`src/rtl/core/fmts_pkg.sv`:
```
// Shared types and constants for the file type magic sniffer.
// Holds the blob snapshot type and the file class codes.
// No dependencies.
`timescale 1ns / 1ps
`default_nettype none

package fmts_pkg;

    // Number of leading bytes kept for signature matching.
    localparam int unsigned HEAD_LEN = 9;

    // Byte count saturation point.
    localparam logic [8:0] COUNT_MAX = 9'd256;

    // File class codes.
    localparam logic [4:0] CLS_NONE = 5'd0;
    localparam logic [4:0] CLS_PNG  = 5'd1;
    localparam logic [4:0] CLS_JPG  = 5'd2;
    localparam logic [4:0] CLS_GIF  = 5'd3;
    localparam logic [4:0] CLS_BMP  = 5'd4;
    localparam logic [4:0] CLS_ICO  = 5'd5;
    localparam logic [4:0] CLS_WEBP = 5'd6;
    localparam logic [4:0] CLS_TIFF = 5'd7;
    localparam logic [4:0] CLS_MP3  = 5'd8;
    localparam logic [4:0] CLS_OGG  = 5'd9;
    localparam logic [4:0] CLS_MP4  = 5'd10;
    localparam logic [4:0] CLS_FLAC = 5'd11;
    localparam logic [4:0] CLS_MIDI = 5'd12;
    localparam logic [4:0] CLS_JSON = 5'd13;
    localparam logic [4:0] CLS_TXT  = 5'd14;
    localparam logic [4:0] CLS_XML  = 5'd15;
    localparam logic [4:0] CLS_HTML = 5'd16;
    localparam logic [4:0] CLS_ZIP  = 5'd17;
    localparam logic [4:0] CLS_RAR  = 5'd18;
    localparam logic [4:0] CLS_7Z   = 5'd19;
    localparam logic [4:0] CLS_GZ   = 5'd20;
    localparam logic [4:0] CLS_XZ   = 5'd21;
    localparam logic [4:0] CLS_PDF  = 5'd22;
    localparam logic [4:0] CLS_DOC  = 5'd23;

    // Everything the classifier needs to know about one finished blob.
    typedef struct packed {
        logic [HEAD_LEN-1:0][7:0] head;
        logic [8:0]               count;
        logic                     printable;
    } t_blob;

endpackage

`default_nettype wire

```
`src/rtl/core/fmts_accum.sv`:
```
// Byte accumulator: collects head bytes, length and the text flag per blob,
// and hands a finished blob to the classifier through a snapshot register.
// Depends on fmts_pkg.
`timescale 1ns / 1ps
`default_nettype none

module fmts_accum #(
    parameter int unsigned TEXT_SCAN_LIMIT = 256
) (
    input  wire logic          i_clk,
    input  wire logic          i_rst_n,
    input  wire logic          i_in_valid,
    output logic               o_in_stall,
    input  wire logic [7:0]    i_byte_value,
    input  wire logic          i_last_byte,
    input  wire logic          i_snap_take,
    output logic               o_snap_valid,
    output fmts_pkg::t_blob    o_snap
);

    localparam logic [8:0] SCAN_LIMIT = 9'(TEXT_SCAN_LIMIT);

    fmts_pkg::t_blob r_acc;
    fmts_pkg::t_blob n_acc;
    fmts_pkg::t_blob r_snap;
    logic            r_snap_valid;
    logic            w_accept;
    logic            w_ctrl_byte;

    // Input stalls only while a finished blob cannot move on.
    assign o_in_stall = r_snap_valid && !i_snap_take;
    assign w_accept   = i_in_valid && !o_in_stall;

    // A control byte other than tab, LF or CR breaks the text flag.
    assign w_ctrl_byte = (i_byte_value < 8'h20) && (i_byte_value != 8'h09) &&
                         (i_byte_value != 8'h0A) && (i_byte_value != 8'h0D);

    // Blob state after taking the current byte.
    always_comb begin
        n_acc = r_acc;
        for (int i = 0; i < fmts_pkg::HEAD_LEN; i++) begin
            if (r_acc.count == 9'(i)) begin
                n_acc.head[i] = i_byte_value;
            end
        end
        if ((r_acc.count < SCAN_LIMIT) && w_ctrl_byte) begin
            n_acc.printable = 1'b0;
        end
        if (r_acc.count < fmts_pkg::COUNT_MAX) begin
            n_acc.count = r_acc.count + 9'd1;
        end
    end

    // Accumulator; it restarts after the last byte of a blob.
    always_ff @(posedge i_clk) begin
        if (!i_rst_n) begin
            r_acc.head      <= '0;
            r_acc.count     <= '0;
            r_acc.printable <= 1'b1;
        end else if (w_accept) begin
            if (i_last_byte) begin
                r_acc.head      <= '0;
                r_acc.count     <= '0;
                r_acc.printable <= 1'b1;
            end else begin
                r_acc <= n_acc;
            end
        end
    end

    // Snapshot valid flag.
    always_ff @(posedge i_clk) begin
        if (!i_rst_n) begin
            r_snap_valid <= 1'b0;
        end else if (w_accept && i_last_byte) begin
            r_snap_valid <= 1'b1;
        end else if (i_snap_take) begin
            r_snap_valid <= 1'b0;
        end
    end

    // Snapshot payload.
    always_ff @(posedge i_clk) begin
        if (w_accept && i_last_byte) begin
            r_snap <= n_acc;
        end
    end

    assign o_snap_valid = r_snap_valid;
    assign o_snap       = r_snap;

endmodule

`default_nettype wire

```
`src/rtl/core/fmts_classify.sv`:
```
// Signature matcher and result register: picks the first matching file class
// for a finished blob and holds it until the consumer takes it.
// Depends on fmts_pkg.
`timescale 1ns / 1ps
`default_nettype none

module fmts_classify (
    input  wire logic             i_clk,
    input  wire logic             i_rst_n,
    input  wire logic             i_snap_valid,
    input  wire fmts_pkg::t_blob  i_snap,
    output logic                  o_snap_take,
    output logic                  o_out_valid,
    input  wire logic             i_out_stall,
    output logic [4:0]            o_file_class
);

    logic [4:0] r_class;
    logic [4:0] n_class;
    logic       r_out_valid;
    logic       w_out_free;
    logic [8:0] w_size;
    logic [fmts_pkg::HEAD_LEN-1:0][7:0] h;

    assign w_size = i_snap.count;
    assign h      = i_snap.head;

    // The result register can load when empty or being taken.
    assign w_out_free  = !r_out_valid || !i_out_stall;
    assign o_snap_take = i_snap_valid && w_out_free;

    // Priority list of signatures; unreceived bytes read as zero.
    always_comb begin
        priority if (w_size < 9'd4) begin
            n_class = fmts_pkg::CLS_NONE;
        end else if (w_size >= 9'd8 && h[0] == 8'h89 && h[1] == 8'h50 &&
                     h[2] == 8'h4E && h[3] == 8'h47) begin
            n_class = fmts_pkg::CLS_PNG;
        end else if (h[0] == 8'hFF && h[1] == 8'hD8 && h[2] == 8'hFF) begin
            n_class = fmts_pkg::CLS_JPG;
        end else if (w_size >= 9'd6 && h[0] == 8'h47 && h[1] == 8'h49 &&
                     h[2] == 8'h46 && h[3] == 8'h38) begin
            n_class = fmts_pkg::CLS_GIF;
        end else if (h[0] == 8'h42 && h[1] == 8'h4D) begin
            n_class = fmts_pkg::CLS_BMP;
        end else if (h[0] == 8'h00 && h[1] == 8'h00 && h[2] == 8'h01 &&
                     h[3] == 8'h00) begin
            n_class = fmts_pkg::CLS_ICO;
        end else if (h[0] == 8'h52 && h[1] == 8'h49 && h[2] == 8'h46 &&
                     h[3] == 8'h46) begin
            n_class = fmts_pkg::CLS_WEBP;
        end else if ((h[0] == 8'h49 && h[1] == 8'h49 && h[2] == 8'h2A &&
                      h[3] == 8'h00) ||
                     (h[0] == 8'h4D && h[1] == 8'h4D && h[2] == 8'h00 &&
                      h[3] == 8'h2A)) begin
            n_class = fmts_pkg::CLS_TIFF;
        end else if ((h[0] == 8'h49 && h[1] == 8'h44 && h[2] == 8'h33) ||
                     (h[0] == 8'hFF && h[1] == 8'hFB)) begin
            n_class = fmts_pkg::CLS_MP3;
        end else if (h[0] == 8'h4F && h[1] == 8'h67 && h[2] == 8'h67 &&
                     h[3] == 8'h53) begin
            n_class = fmts_pkg::CLS_OGG;
        end else if ((w_size >= 9'd12 && h[0] == 8'h00 && h[1] == 8'h00 &&
                      h[2] == 8'h00 && h[3] == 8'h1C) ||
                     (h[0] == 8'h66 && h[1] == 8'h74 && h[2] == 8'h79 &&
                      h[3] == 8'h70)) begin
            n_class = fmts_pkg::CLS_MP4;
        end else if (h[0] == 8'h46 && h[1] == 8'h4C && h[2] == 8'h41 &&
                     h[3] == 8'h43) begin
            n_class = fmts_pkg::CLS_FLAC;
        end else if (h[0] == 8'h4D && h[1] == 8'h54 && h[2] == 8'h68 &&
                     h[3] == 8'h64) begin
            n_class = fmts_pkg::CLS_MIDI;
        end else if (h[0] == 8'h7B || h[0] == 8'h5B) begin
            n_class = fmts_pkg::CLS_JSON;
        end else if ((w_size >= 9'd5 && h[0] == 8'hEF && h[1] == 8'hBB &&
                      h[2] == 8'hBF) ||
                     (h[0] == 8'hFF && h[1] == 8'hFE) ||
                     (h[0] == 8'hFE && h[1] == 8'hFF) ||
                     i_snap.printable) begin
            n_class = fmts_pkg::CLS_TXT;
        end else if ((w_size >= 9'd5 && h[0] == 8'h3C && h[1] == 8'h3F &&
                      h[2] == 8'h78 && h[3] == 8'h6D && h[4] == 8'h6C) ||
                     (h[0] == 8'h3C && h[1] == 8'h21 && h[2] == 8'h2D &&
                      h[3] == 8'h2D)) begin
            n_class = fmts_pkg::CLS_XML;
        end else if ((w_size >= 9'd9 && h[0] == 8'h3C && h[1] == 8'h21 &&
                      h[2] == 8'h44 && h[3] == 8'h4F && h[4] == 8'h43 &&
                      h[5] == 8'h54 && h[6] == 8'h59 && h[7] == 8'h50 &&
                      h[8] == 8'h45) ||
                     (w_size >= 9'd6 && h[0] == 8'h3C && h[1] == 8'h68 &&
                      h[2] == 8'h74 && h[3] == 8'h6D && h[4] == 8'h6C &&
                      h[5] == 8'h3E)) begin
            n_class = fmts_pkg::CLS_HTML;
        end else if (h[0] == 8'h50 && h[1] == 8'h4B && h[2] == 8'h03 &&
                     h[3] == 8'h04) begin
            n_class = fmts_pkg::CLS_ZIP;
        end else if (h[0] == 8'h52 && h[1] == 8'h61 && h[2] == 8'h72 &&
                     h[3] == 8'h21) begin
            n_class = fmts_pkg::CLS_RAR;
        end else if (w_size >= 9'd6 && h[0] == 8'h37 && h[1] == 8'h7A &&
                     h[2] == 8'hBC && h[3] == 8'hAF && h[4] == 8'h27 &&
                     h[5] == 8'h1C) begin
            n_class = fmts_pkg::CLS_7Z;
        end else if (h[0] == 8'h1F && h[1] == 8'h8B && h[2] == 8'h08) begin
            n_class = fmts_pkg::CLS_GZ;
        end else if (w_size >= 9'd6 && h[0] == 8'hFD && h[1] == 8'h37 &&
                     h[2] == 8'h7A && h[3] == 8'h58 && h[4] == 8'h5A &&
                     h[5] == 8'h00) begin
            n_class = fmts_pkg::CLS_XZ;
        end else if (h[0] == 8'h25 && h[1] == 8'h50 && h[2] == 8'h44 &&
                     h[3] == 8'h46) begin
            n_class = fmts_pkg::CLS_PDF;
        end else if (w_size >= 9'd8 && h[0] == 8'hD0 && h[1] == 8'hCF &&
                     h[2] == 8'h11 && h[3] == 8'hE0 && h[4] == 8'hA1 &&
                     h[5] == 8'hB1 && h[6] == 8'h1A && h[7] == 8'hE1) begin
            n_class = fmts_pkg::CLS_DOC;
        end else begin
            n_class = fmts_pkg::CLS_NONE;
        end
    end

    // Result valid flag.
    always_ff @(posedge i_clk) begin
        if (!i_rst_n) begin
            r_out_valid <= 1'b0;
        end else if (w_out_free) begin
            r_out_valid <= i_snap_valid;
        end
    end

    // Result payload.
    always_ff @(posedge i_clk) begin
        if (o_snap_take) begin
            r_class <= n_class;
        end
    end

    assign o_out_valid  = r_out_valid;
    assign o_file_class = r_class;

endmodule

`default_nettype wire

```
`src/rtl/core/file_type_magic_sniffer_top.sv`:
```
// Top level of the file type magic sniffer.
// Instantiates fmts_accum and fmts_classify; depends on fmts_pkg.
//
//   Channel   Valid         Stall         Payload
//   input     i_in_valid    o_in_stall    i_byte_value, i_last_byte
//   output    o_out_valid   i_out_stall   o_file_class
//
// One byte is accepted per cycle while o_in_stall is low. The class of a blob
// passes through the snapshot register and then the result register, with the
// signature matcher as combinational logic between them.
// Reset is synchronous and active low; it empties both registers and starts
// a new blob.
// The input stalls only while a result is held by i_out_stall and a second
// finished blob already waits behind it.
`timescale 1ns / 1ps
`default_nettype none

module file_type_magic_sniffer_top #(
    parameter int unsigned TEXT_SCAN_LIMIT = 256
) (
    input  wire logic       i_clk,
    input  wire logic       i_rst_n,
    input  wire logic       i_in_valid,
    output logic            o_in_stall,
    input  wire logic [7:0] i_byte_value,
    input  wire logic       i_last_byte,
    output logic            o_out_valid,
    input  wire logic       i_out_stall,
    output logic [4:0]      o_file_class
);

    fmts_pkg::t_blob w_snap;
    logic            w_snap_valid;
    logic            w_snap_take;

    // Per-blob accumulation and snapshot.
    fmts_accum #(
        .TEXT_SCAN_LIMIT (TEXT_SCAN_LIMIT)
    ) u_accum (
        .i_clk        (i_clk),
        .i_rst_n      (i_rst_n),
        .i_in_valid   (i_in_valid),
        .o_in_stall   (o_in_stall),
        .i_byte_value (i_byte_value),
        .i_last_byte  (i_last_byte),
        .i_snap_take  (w_snap_take),
        .o_snap_valid (w_snap_valid),
        .o_snap       (w_snap)
    );

    // Signature match and result register.
    fmts_classify u_classify (
        .i_clk        (i_clk),
        .i_rst_n      (i_rst_n),
        .i_snap_valid (w_snap_valid),
        .i_snap       (w_snap),
        .o_snap_take  (w_snap_take),
        .o_out_valid  (o_out_valid),
        .i_out_stall  (i_out_stall),
        .o_file_class (o_file_class)
    );

endmodule

`default_nettype wire

```
`config.mk`:
```
export PLATFORM = sky130hd
export DESIGN_NAME = file_type_magic_sniffer_top
export DESIGN_NICKNAME = d
export VERILOG_FILES = /design/src/rtl/core/fmts_pkg.sv /design/src/rtl/core/fmts_accum.sv /design/src/rtl/core/fmts_classify.sv /design/src/rtl/core/file_type_magic_sniffer_top.sv
export SDC_FILE = /design/constraint.sdc
export NUM_CORES = 1
export LEC_CHECK = 0
export BUFFER_PORTS_ARGS = -buffer_cell sky130_fd_sc_hd__buf_2
export CORE_MARGIN = 2
export CORE_UTILIZATION = 50
export CTS_CLUSTER_SIZE = 30
export DETAILED_ROUTE_END_ITERATION = 7
export GPL_TIMING_DRIVEN = 0
export MAX_ROUTING_LAYER = met4
export PLACE_DENSITY = 0.64
export SYNTH_ARGS = -nofsm -noshare
export SYNTH_HDL_FRONTEND = slang
export SYNTH_SLANG_ARGS = --single-unit
export TNS_END_PERCENT = 5
```
`constraint.sdc`:
```
create_clock -name i_clk -period 5.65 [get_ports i_clk]
set_input_delay 0.565 -clock i_clk [delete_from_list [all_inputs] [get_ports i_clk]]
set_output_delay 0.565 -clock i_clk [all_outputs]
set_load 0.02 [all_outputs]
```
---- Word level (Yosys, flattened, before mapping) ----
Index checks and enable logic that the tools add are counted.
Widths: inputs -> output; s select.
storage, ports and cells
  flip-flop bits (word level) ............. 171
  bits in latches ......................... 0
  bits in writable memories ............... 0
  memory bits (read-only) ................. 0
  word-level logic and storage cells ...... 315
  memories ................................ 0
cells by class
  $add $sub $neg .......................... 1
  $mul .................................... 0
  div/mod/pow operators ................... 0
  magnitude comparators ................... 8
  equality and inequality tests ........... 106
  shift-type cells ........................ 0
  muxes and demuxes ....................... 37
  bitwise gates (word level) .............. 0
  reduce and logical (&&, ||, !) cells .... 134
operators by type and width
  cell                 number
  $eq 8x7->1 const B   50
  $eq 8x8->1 const B   21
  $eq 8x6->1 const B   15
  $logic_and 1x1->1    109
  $mux 82              1
  $mux 8               9
  $eq 8x5->1 const B   5
  $logic_not 8->1      5
  $mux 5               8
  $eq 9x3->1 const B   4
  $mux 4               8
  $ge 9x4->1 const B   3
  $ne 8x4->1 const B   3
  $eq 9x2->1 const B   2
  $ge 9x3->1 const B   2
  $reduce_or 16->1     1
  $mux 3               4
  $logic_or 1x1->1     10
  $add 9x1->9 const B  1
  $eq 9x1->1 const B   1
  $eq 9x4->1 const B   1
  $logic_not 9->1      1
  $lt 9x3->1 const B   1
  $lt 9x9->1 const B   1
  13 further kinds     20

---- Longest topological paths before layout ----
Gate-level depths: netlist of the first run.
  word-level depth ........................ 32
  mapped depth ............................ 9
  depth with buffers taken out ............ 8

---- Hierarchy ----
A second synthesis of the first run with hierarchy kept.
second synthesis, totals
  cells, all modules ...................... 793
  area, all modules ....................... 8,982.4 sq um
by module, submodules not included
  module         times used  cells an instance  area an instance (sq um)  sequential area each (sq um)
  fmts_accum     1           472                6,815.3                   4,124.0
  fmts_classify  1           321                2,167.1                   170.2

---- Worst setup path after synthesis of the first run ----
Ideal clock, no wire load.
  path type ............................... input -> register
  start point ............................. input i_out_stall
  end point ............................... register u_accum.r_snap (netlist bit u_accum.o_snap[0]) (enable)
  arrival time ............................ 2.716 ns
  data required time ...................... 5.214 ns
  path slack .............................. 2.499 ns
  stages on the path ...................... 5
  buffers on the path ..................... 1
  path through ............................ nand3_1 > and2_1 > clkbuf_1 > nand2_1 > inv_1
between the ends
  word-level cells in the longest chain between the ends .. 8
RTL lines
  element                 RTL line                           source
  start: declaration      file_type_magic_sniffer_top.sv:28  input wire logic i_out_stall,
  $logic_not 1->1         fmts_classify.sv:29                assign w_out_free = !r_out_valid || !i_out_stall;
  $logic_or 1x1->1        fmts_classify.sv:29
  $logic_and 1x1->1       fmts_classify.sv:30                assign o_snap_take = i_snap_valid && w_out_free;
  $logic_not 1->1         fmts_accum.sv:31                   assign o_in_stall = r_snap_valid && !i_snap_take;
  $logic_and 1x1->1       fmts_accum.sv:31
  $logic_not 1->1         fmts_accum.sv:32                   assign w_accept = i_in_valid && !o_in_stall;
  $logic_and 1x1->1       fmts_accum.sv:32
  $logic_and 1x1->1       fmts_accum.sv:84                   if (w_accept && i_last_byte) begin
  end signal: assignment  fmts_accum.sv:85                   r_snap <= n_acc;
  end: declaration        fmts_accum.sv:25                   fmts_pkg::t_blob r_snap;
No other way between the ends.
A chain may end at the register's enable or synchronous reset.

---- Final worst setup path of the first run ----
  start point ............................. register u_accum.r_snap (netlist bit u_accum.o_snap[29])
  end point ............................... register u_classify.r_class[4], in the netlist u_classify.o_file_class[4] (data pin)
between the ends
  word-level cells in the longest chain between the ends .. 15
  elaborated cells on any way between the ends .. 101
  classes of those cells .................. 21 x eq/ne; 8 x mux; 72 x reduce/logical
RTL lines
  element                          RTL line              source
  $eq 8x5->1                       fmts_classify.sv:115  h[2] == 8'h11 && h[3] == 8'hE0 && h[4] == 8'hA1 &&
  $logic_and 1x1->1                fmts_classify.sv:114  end else if (w_size >= 9'd8 && h[0] == 8'hD0 && h[1] == 8'hCF &&
  $logic_and 1x1->1 (3 in series)  fmts_classify.sv:115
  $logic_and 1x1->1 (2 in series)  fmts_classify.sv:116  h[5] == 8'hB1 && h[6] == 8'h1A && h[7] == 8'hE1) begin
  $mux 5                           fmts_classify.sv:114
  $mux 5                           fmts_classify.sv:111  end else if (h[0] == 8'h25 && h[1] == 8'h50 && h[2] == 8'h44 &&
  $mux 5                           fmts_classify.sv:107  end else if (w_size >= 9'd6 && h[0] == 8'hFD && h[1] == 8'h37 &&
  $mux 5                           fmts_classify.sv:105  end else if (h[0] == 8'h1F && h[1] == 8'h8B && h[2] == 8'h08) begin
  $mux 5                           fmts_classify.sv:101  end else if (w_size >= 9'd6 && h[0] == 8'h37 && h[1] == 8'h7A &&
  $mux 5                           fmts_classify.sv:98   end else if (h[0] == 8'h52 && h[1] == 8'h61 && h[2] == 8'h72 &&
  $mux 5                           fmts_classify.sv:95   end else if (h[0] == 8'h50 && h[1] == 8'h4B && h[2] == 8'h03 &&
  $mux 5                           fmts_classify.sv:87   end else if ((w_size >= 9'd9 && h[0] == 8'h3C && h[1] == 8'h21 &&
  end signal: assignment           fmts_classify.sv:135  r_class <= n_class;
  end: declaration                 fmts_classify.sv:18   logic [4:0] r_class;
Several ways; a longest one is shown, not always the timed one.

==> metrics.md, run 1 <==
| Metric | Value |
|---|---|
| Status | finished, final reports clean |
| # diodes | 0 |
| WL final | 29,000 um |
| Count of flip-flops with a built-in enable after synthesis | 87 |
| Hold buffers post-CTS | 0 |
| Number of DRC markers in iteration 0 | 773 |
| First-pass GRT wire length | 43,900 um |
| Synth-to-Final Area Change | 10.9% |
| Layout cells sized above 1 | 17.0% |
| Synth Area in Compound Gates | 9.32% |
| Core ar. | 17,300 sq um |
| Final Hold Viols | 0 |
| Xor/xnor share of the synthesized area | 0.792% |
| Critical Path Source | u_accum.o_snap[29] |
| YS warnings | 0 |
| Seq/Total Area, Yosys | 48.6% |
| Overflow after GRT | 0 |
| Cell Area, Synth | 8840 sq um |
| Die X | 137 um |
| Unique masters post-synth | 69 |
| Yosys top cell area share | 29.5% |
| RSZ-0062 raised after global routing | no |
| Hold Crit Class | input port to flip-flop |
| # Post-CTS Setup Buffers | 0 |
| Vias | 7,438 |
| Main combinational cell family by area after synthesis | simple AND/OR/NAND/NOR gates |
| Final net count | 892 |
| Power density cells | 275 nW/um^2 |
| Crit end category | flip-flop |
| #FFs+latches synth | 171 |
| Final-layout fill cell count | 1,471 |
| Final Critical Period | 3.25 ns |
| Num CTS Buffers | 17 |
| PnR worst setup slack | 2.40 ns |
| Tcrit/Tclk final | 57.5% |
| Element type at the critical path start | flip-flop |
| Post-Synth Simple-Gate Area | 28.8% |
| Largest net degree at the start of global routing | 55 |
| Worst slew margin | 11.3% |
| Post-CTS resize count | 0 |
| Total Routing Usage GR | 32.9% |
| Slew Limit Fails | 0 |
| Critical path arrival | 3.50 ns |
| Top_reg_cell synth | edfxtp_1 |
| Final setup violation count | 0 |
| Pre-CTS setup slack | 2.56 ns |
| Synth Area per Inst | 10.5 sq um |
| Register area | 4290 sq um |
| Post-synthesis async set-or-reset flop share | 0% |
| Hold Slack | 0.433 ns |
| Final GP Congestion | 1.03 |
| Vias in the first global route | 7,114 |
| WL per Instance | 26.1 um |
| Worst Max-Slew Pin Slew | 1.32 ns |
| Worst R2R Start | u_accum.o_snap[29] |
| Synth Area in Adders | 0.566% |
| Hold path startpoint | i_out_stall |
| Setup TNS | 0 ns |
| Latest clock arrival within the worst-skew pair | 0.43 ns |
| CP required | 5.91 ns |
| Initial antenna violation count | 0 |
| DR vias/cell | 6.68 |
| HPWL after detailed placement | 22,000 um |
| Largest cells by area after synthesis | edfxtp_1 30%, dfxtp_1 19%, mux2_2 9.4%, nor2b_1 6.8%, a22oi_1 6.5% |
| Port Buf Inserts | 11 |
| # rows | 48 |
| Max-cap violations | 0 |
| Die Area | 18,800 sq um |
| Multi-input gate area | 4340 sq um |
| CTS root buf | clkbuf_16 |
| Worst vdd ir | 0.000202 V |
| Clock Sink Count | 171 |
| Top-level port count | 20 |
| CTS max path bufs | 2 |
| H-Tree Depth | 4 |
| Worst Setup Path Type | flip-flop to flip-flop |
| CP max FO | 7 |
| DR pass1 iterations | 5 |
| Multiplexer share of the synthesized area | 9.53% |
| Syn nets | 861 |
| Die height | 137 um |
| Initial Utilization | 51.1% |
| Clk slew on worst S/H paths | 0.07 ns |
| Synth area leader | edfxtp_1 |
| Setup Skew | 0.0104 ns |
| Drt drc | 0 |
| Maximum clock frequency | 0.308 GHz |
| TritonCTS clock tree | yes |
| Leakage | 3.17 nW |
| Synth Instances | 844 |
| Antenna Nets Post-Route | 0 |
layer usage:
layer  GRT usage [%]  part of all wire (%)  up-vias
met2            53.2                    48      390
met1            39.9                    39     3685
met4            17.0                   5.3        0
met5               -                     0        -
li1                -                     -     3276
met3            5.11                   7.1       87
area by class of cell:
type / instances / area share [%]
multi-input combinational: 618 / 44.2
clock buffer: 17 / 4.34
clock inverter: 15 / 1.76
buffer: 47 / 1.86
sequential: 171 / 43.8
tap: 225 / 2.87
timing repair buffer: 12 / 0.842
inverter: 8 / 0.332
metrics by stage:
step	power [mW]	area (sq um)	util, %	instances
global route	2.77	9810	56.7	1113
CTS	2.70	9810	56.7	1113
finish	2.70	9810	56.7	1113
global placement	1.55	9180	53.1	1080
floorplan	1.48	8840	-	844
detailed placement	1.55	9210	53.3	1081
kinds of logic (layout without fill, tap and decap cells):
group,Yosys count,count (layout)
XOR/XNOR,8,8
buffers and inverters,55,99
flip-flops,171,171
adder cells (fa/ha/maj),4,4
multiplexers,75,75
AO/OA/AOI/OAI,110,110
AND/OR/NAND/NOR,421,421
placed cells by master, fill, tap and decap left out, drive strengths merged, types with 7 or more instances in the layout:
master / n
nor4: 40
nor2: 45
buf: 16
nor4b: 13
a22oi: 76
nor2b: 96
nand2b: 15
nor3: 31
dfxtp: 84
mux2: 74
nand3: 29
clkbuf: 60
nand4b: 15
and3: 9
edfxtp: 87
nand4: 26
a21boi: 7
nand2: 58
inv: 16
worst max-delay path: stages (launching register included):
cell	delay, ns
edfxtp_1	0.52
nand2b_1	0.27
nor3_1	0.77
nand4_1	0.29
nor4_2	0.30
o41ai_1	0.16
o41ai_2	0.41
nor4_1	0.15
nor3_1	0.20
power breakdown:
| group | total, mW | switching, mW | internal (mW) |
|---|---|---|---|
| sequential | 1.36 | 0.0273 | 1.33 |
| combinational | 0.174 | 0.124 | 0.0503 |
| clock | 1.17 | 0.570 | 0.598 |
synthesized netlist by cell type, drive strengths merged, types with 5 or more instances:
library cell / number
edfxtp: 87
nand2b: 15
nor3: 31
nor4: 40
or4: 6
nand3: 29
and3: 9
nor2b: 96
or2: 6
a22oi: 76
nor2: 45
mux2: 74
nor4b: 13
inv: 8
dfxtp: 84
nand4b: 15
a21oi: 6
nand2: 58
a21boi: 7
nand4: 26
clkbuf: 43
xnor2: 5
worst paths after layout:
check / depth (start not counted) / slack, ns / end
setup / recovery: 8 / 2.40 / u_classify.o_file_class[4]
hold / removal: 3 / 0.43 / u_classify.o_out_valid
setup reg to reg: 8 / 2.40 / u_classify.o_file_class[4]
hold reg to reg: 1 / 0.49 / u_accum.r_acc[0]
state kept, by name, summed over array words and instances, names as in the netlist:
name                     cells
u_accum.o_snap_valid         1
u_classify.o_file_class      5
u_accum.o_snap              82
u_accum.r_acc               82
u_classify.o_out_valid       1
Power figures use the tool's default switching activity.
==> run 2, diff against run 1 <==
ABC_AREA = 1   (was default)
clock period = 3.2 ns   (was 5.65 ns; I/O delays follow)
==> run 2 against run 1 <==
  * First-iteration DRC count fell by 4.1%
  * Core utilization up 0.54 points
  * Maximum frequency rose by 35%
  * Register-to-register slack worse by 1.6 ns
  * Setup slack lost 1.6 ns
  * Highest routed layer unchanged
  * Total power is 75% higher
  * Wire length decreased by 15%
  * Global-route usage fell by 3.8 points
  * Non-clock buffer count decreased by 2
  * Final area fell by 3.6%
==> metrics.md, run 2 <==
| Metric | Value |
|---|---|
| YS warnings | 0 |
| Final setup violation count | 0 |
| Synth Instances | 1,108 |
| Initial antenna violation count | 0 |
| Hold path startpoint | i_rst_n |
| # rows | 47 |
| Initial Utilization | 51.0% |
| Num CTS Buffers | 17 |
| Clock Sink Count | 171 |
| Leading cell type in the layout, fill and taps excluded | nand2_1 |
| Worst slew margin | 35.5% |
| Final net count | 1,166 |
| Slowest Stage Delay on Critical Path | 0.64 ns |
| WL final | 24,500 um |
| CP max-delay cell | clkbuf_1 |
| Clk slew on worst S/H paths | 0.07 ns |
| Reg2reg path depth | 7 |
| Pre-CTS setup slack | 0.761 ns |
| Largest net degree at the start of global routing | 29 |
| Slew Limit Fails | 0 |
| Post-CTS resize count | 0 |
| Final Hold Viols | 0 |
| Sequential power share | 50.6% |
| Core ar. | 16,500 sq um |
| Final-layout fill cell count | 1,593 |
| Clock power frac | 43.4% |
| Seq/Total Area, Yosys | 50.9% |
| Switch share | 25.6% |
| Worst R2R Start | u_classify.o_out_valid |
| Die X | 134 um |
| Cell Area, Synth | 8430 sq um |
| Flop2flop setup slack | 0.80 ns |
| Top_reg_cell synth | edfxtp_1 |
| Worst Max-Slew Pin Slew | 0.964 ns |
| Power, Total | 4.72 mW |
| Vias in the first global route | 6,722 |
| Number of DRC markers in iteration 0 | 741 |
| Layout cells sized above 1 | 8.69% |
| Critical-path cell list | nand2_1 -> o21ai_1 -> clkbuf_1 -> nor2_4 -> buf_12 -> buf_12 -> buf_16 |
| Most instantiated library cell after synthesis | nand2_1 |
| Syn nets | 1,125 |
| Logic pwr share | 6.0% |
| # diodes | 0 |
| Setup Skew | 0.0118 ns |
| Hold worst-path end | u_accum.o_snap_valid |
| DR vias/cell | 5.42 |
| Element type at the critical path start | flip-flop |
| H-Tree Depth | 4 |
| PnR worst setup slack | 0.803 ns |
| Hold Slack | 0.163 ns |
| # Post-CTS Setup Buffers | 0 |
| Power density cells | 499 nW/um^2 |
| Worst vdd ir | 0.000377 V |
| Crit end category | flip-flop |
| Leakage | 3.45 nW |
| Largest cells by area after synthesis | edfxtp_1 31%, dfxtp_1 20%, nand2_1 16%, nor2_1 5.3%, a21oi_1 4.9% |
| TritonCTS clock tree | yes |
| Top delay family on crit path | buffers and inverters |
| WL per Instance | 17.8 um |
| Die height | 134 um |
| Yosys top cell area share | 31.0% |
| Antenna Nets Post-Route | 0 |
| Critical path arrival | 2.58 ns |
| CP Depth | 7 |
| Post-synthesis async set-or-reset flop share | 0% |
| DR pass1 iterations | 5 |
| Hold Path Stages | 3 |
| Bufs and invs on worst path | 4 |
| Latest clock arrival within the worst-skew pair | 0.43 ns |
| Port Buf Inserts | 19 |
| CP max FO | 28 |
| Synth area leader | edfxtp_1 |
| Hold buffers post-CTS | 0 |
| Crit path top cell by count | buf_12 |
| Die Area | 17,900 sq um |
| Drt drc | 0 |
| Top-level port count | 20 |
| Overflow after GRT | 0 |
| Final GP Congestion | 1.03 |
| Maximum clock frequency | 0.417 GHz |
| Tcrit/Tclk final | 74.9% |
| Unique masters post-synth | 41 |
| RSZ-0062 raised after global routing | no |
| Commonest non-fill, non-tap cells in the layout | 355 x nand2_1, 119 x nor2_1, 92 x inv_1 |
| Status | finished, final reports clean |
| First-pass GRT wire length | 38,100 um |
| Synth cell count leaders | 355 x nand2_1, 120 x nor2_1, 92 x inv_1, 87 x edfxtp_1, 84 x dfxtp_1 |
| Hold Crit Class | input port to flip-flop |
| CTS max path bufs | 2 |
| Vias | 7,497 |
| Max-cap violations | 0 |
| Synth-to-Final Area Change | 12.2% |
| HPWL after detailed placement | 18,500 um |
| Count of flip-flops with a built-in enable after synthesis | 87 |
| NetSw | 1.21 mW |
| CTS root buf | clkbuf_16 |
| CP required | 3.38 ns |
| Reg2Reg Capture Point | u_accum.o_snap[12] |
| #FFs+latches synth | 171 |
| Internal power | 3.51 mW |
| Worst Setup Path Type | flip-flop to flip-flop |
| Final Critical Period | 2.40 ns |
| Synth Area per Inst | 7.61 sq um |
| Total Routing Usage GR | 29.1% |
[run 2: cell types whose count changed after synthesis, moves of 17 or more]
cell | previous run | this run
a21oi_1 | 6 | 82
a22oi_1 | 76 | 3
inv_1 | 8 | 92
inv_2 | 0 | 17
mux2_2 | 74 | 0
nand2_1 | 55 | 355
nand3_1 | 28 | 49
nor2_1 | 43 | 120
nor2b_1 | 96 | 0
nor4_1 | 37 | 12
o21ai_0 | 4 | 59
o21ai_1 | 0 | 20
[run 2: power by group through the flow]
stage               logic [mW]  registers [mW]  clock network, mW
CTS                      0.283            2.39               2.07
global route             0.312            2.39               2.15
finish                   0.284            2.39               2.05
floorplan                0.165            2.43                  0
global placement         0.271            2.44                  0
detailed placement       0.282            2.44                  0
[run 2: area by class of cell]
cell class,count,area [sq um],area share [%]
flip-flops and latches,171,4290,45.4
multi-input cells,793,3590,38.0
clock buffers,17,425,4.50
inverters,109,409,4.32
well taps,220,275,2.91
repair buffers,22,163,1.72
clock inverters,15,159,1.68
plain buffers,35,143,1.51
[run 2: worst max path at each step]
stage / startpoint / end / slack (ns)
2_1_floorplan: u_classify.o_out_valid / u_accum.o_snap[0] / 0.75
3_3_place_gp: i_out_stall / u_accum.o_snap[24] / -0.14
3_5_place_dp: i_out_stall / u_accum.o_snap[24] / 0.76
4_1_cts: u_classify.o_out_valid / u_accum.o_snap[12] / 0.82
5_1_grt: u_accum.o_snap[5] / u_classify.o_file_class[1] / 0.62
6_report: u_classify.o_out_valid / u_accum.o_snap[12] / 0.80
[run 2: stage by stage]
stage | setup TNS, ns | util [%] | cells | area [sq um]
after floorplan | 0 | - | 1108 | 8440
after global placement | -11.09 | 53.3 | 1347 | 8810
after detailed placement | 0 | 53.7 | 1350 | 8880
after CTS | 0 | 57.2 | 1382 | 9460
after global routing | 0 | 57.2 | 1382 | 9460
final | 0 | 57.2 | 1382 | 9460
[run 2: layer usage]
layer  GRT usage (%)  vias up  wire [um]
li1                -     3743          -
met1            42.6     3493      11700
met2            42.4      222      10800
met3            3.40       39       1410
met4            9.04        0        573
met5               -        -          0
[run 2: tightest hold or removal path: cells and delay by family]
kind            cells  cell delay [ns]
compound gates      1             0.07
buf+inv             2             0.17
[run 2: cell families after synthesis]
group                      synth area share (%)
DFF                                        50.9
AOI/OAI and AO/OA                          10.8
buffers and inverters                      6.54
adders and majority gates                 0.594
and+or+nand+nor                            30.5
xor gates and xnor gates                  0.623
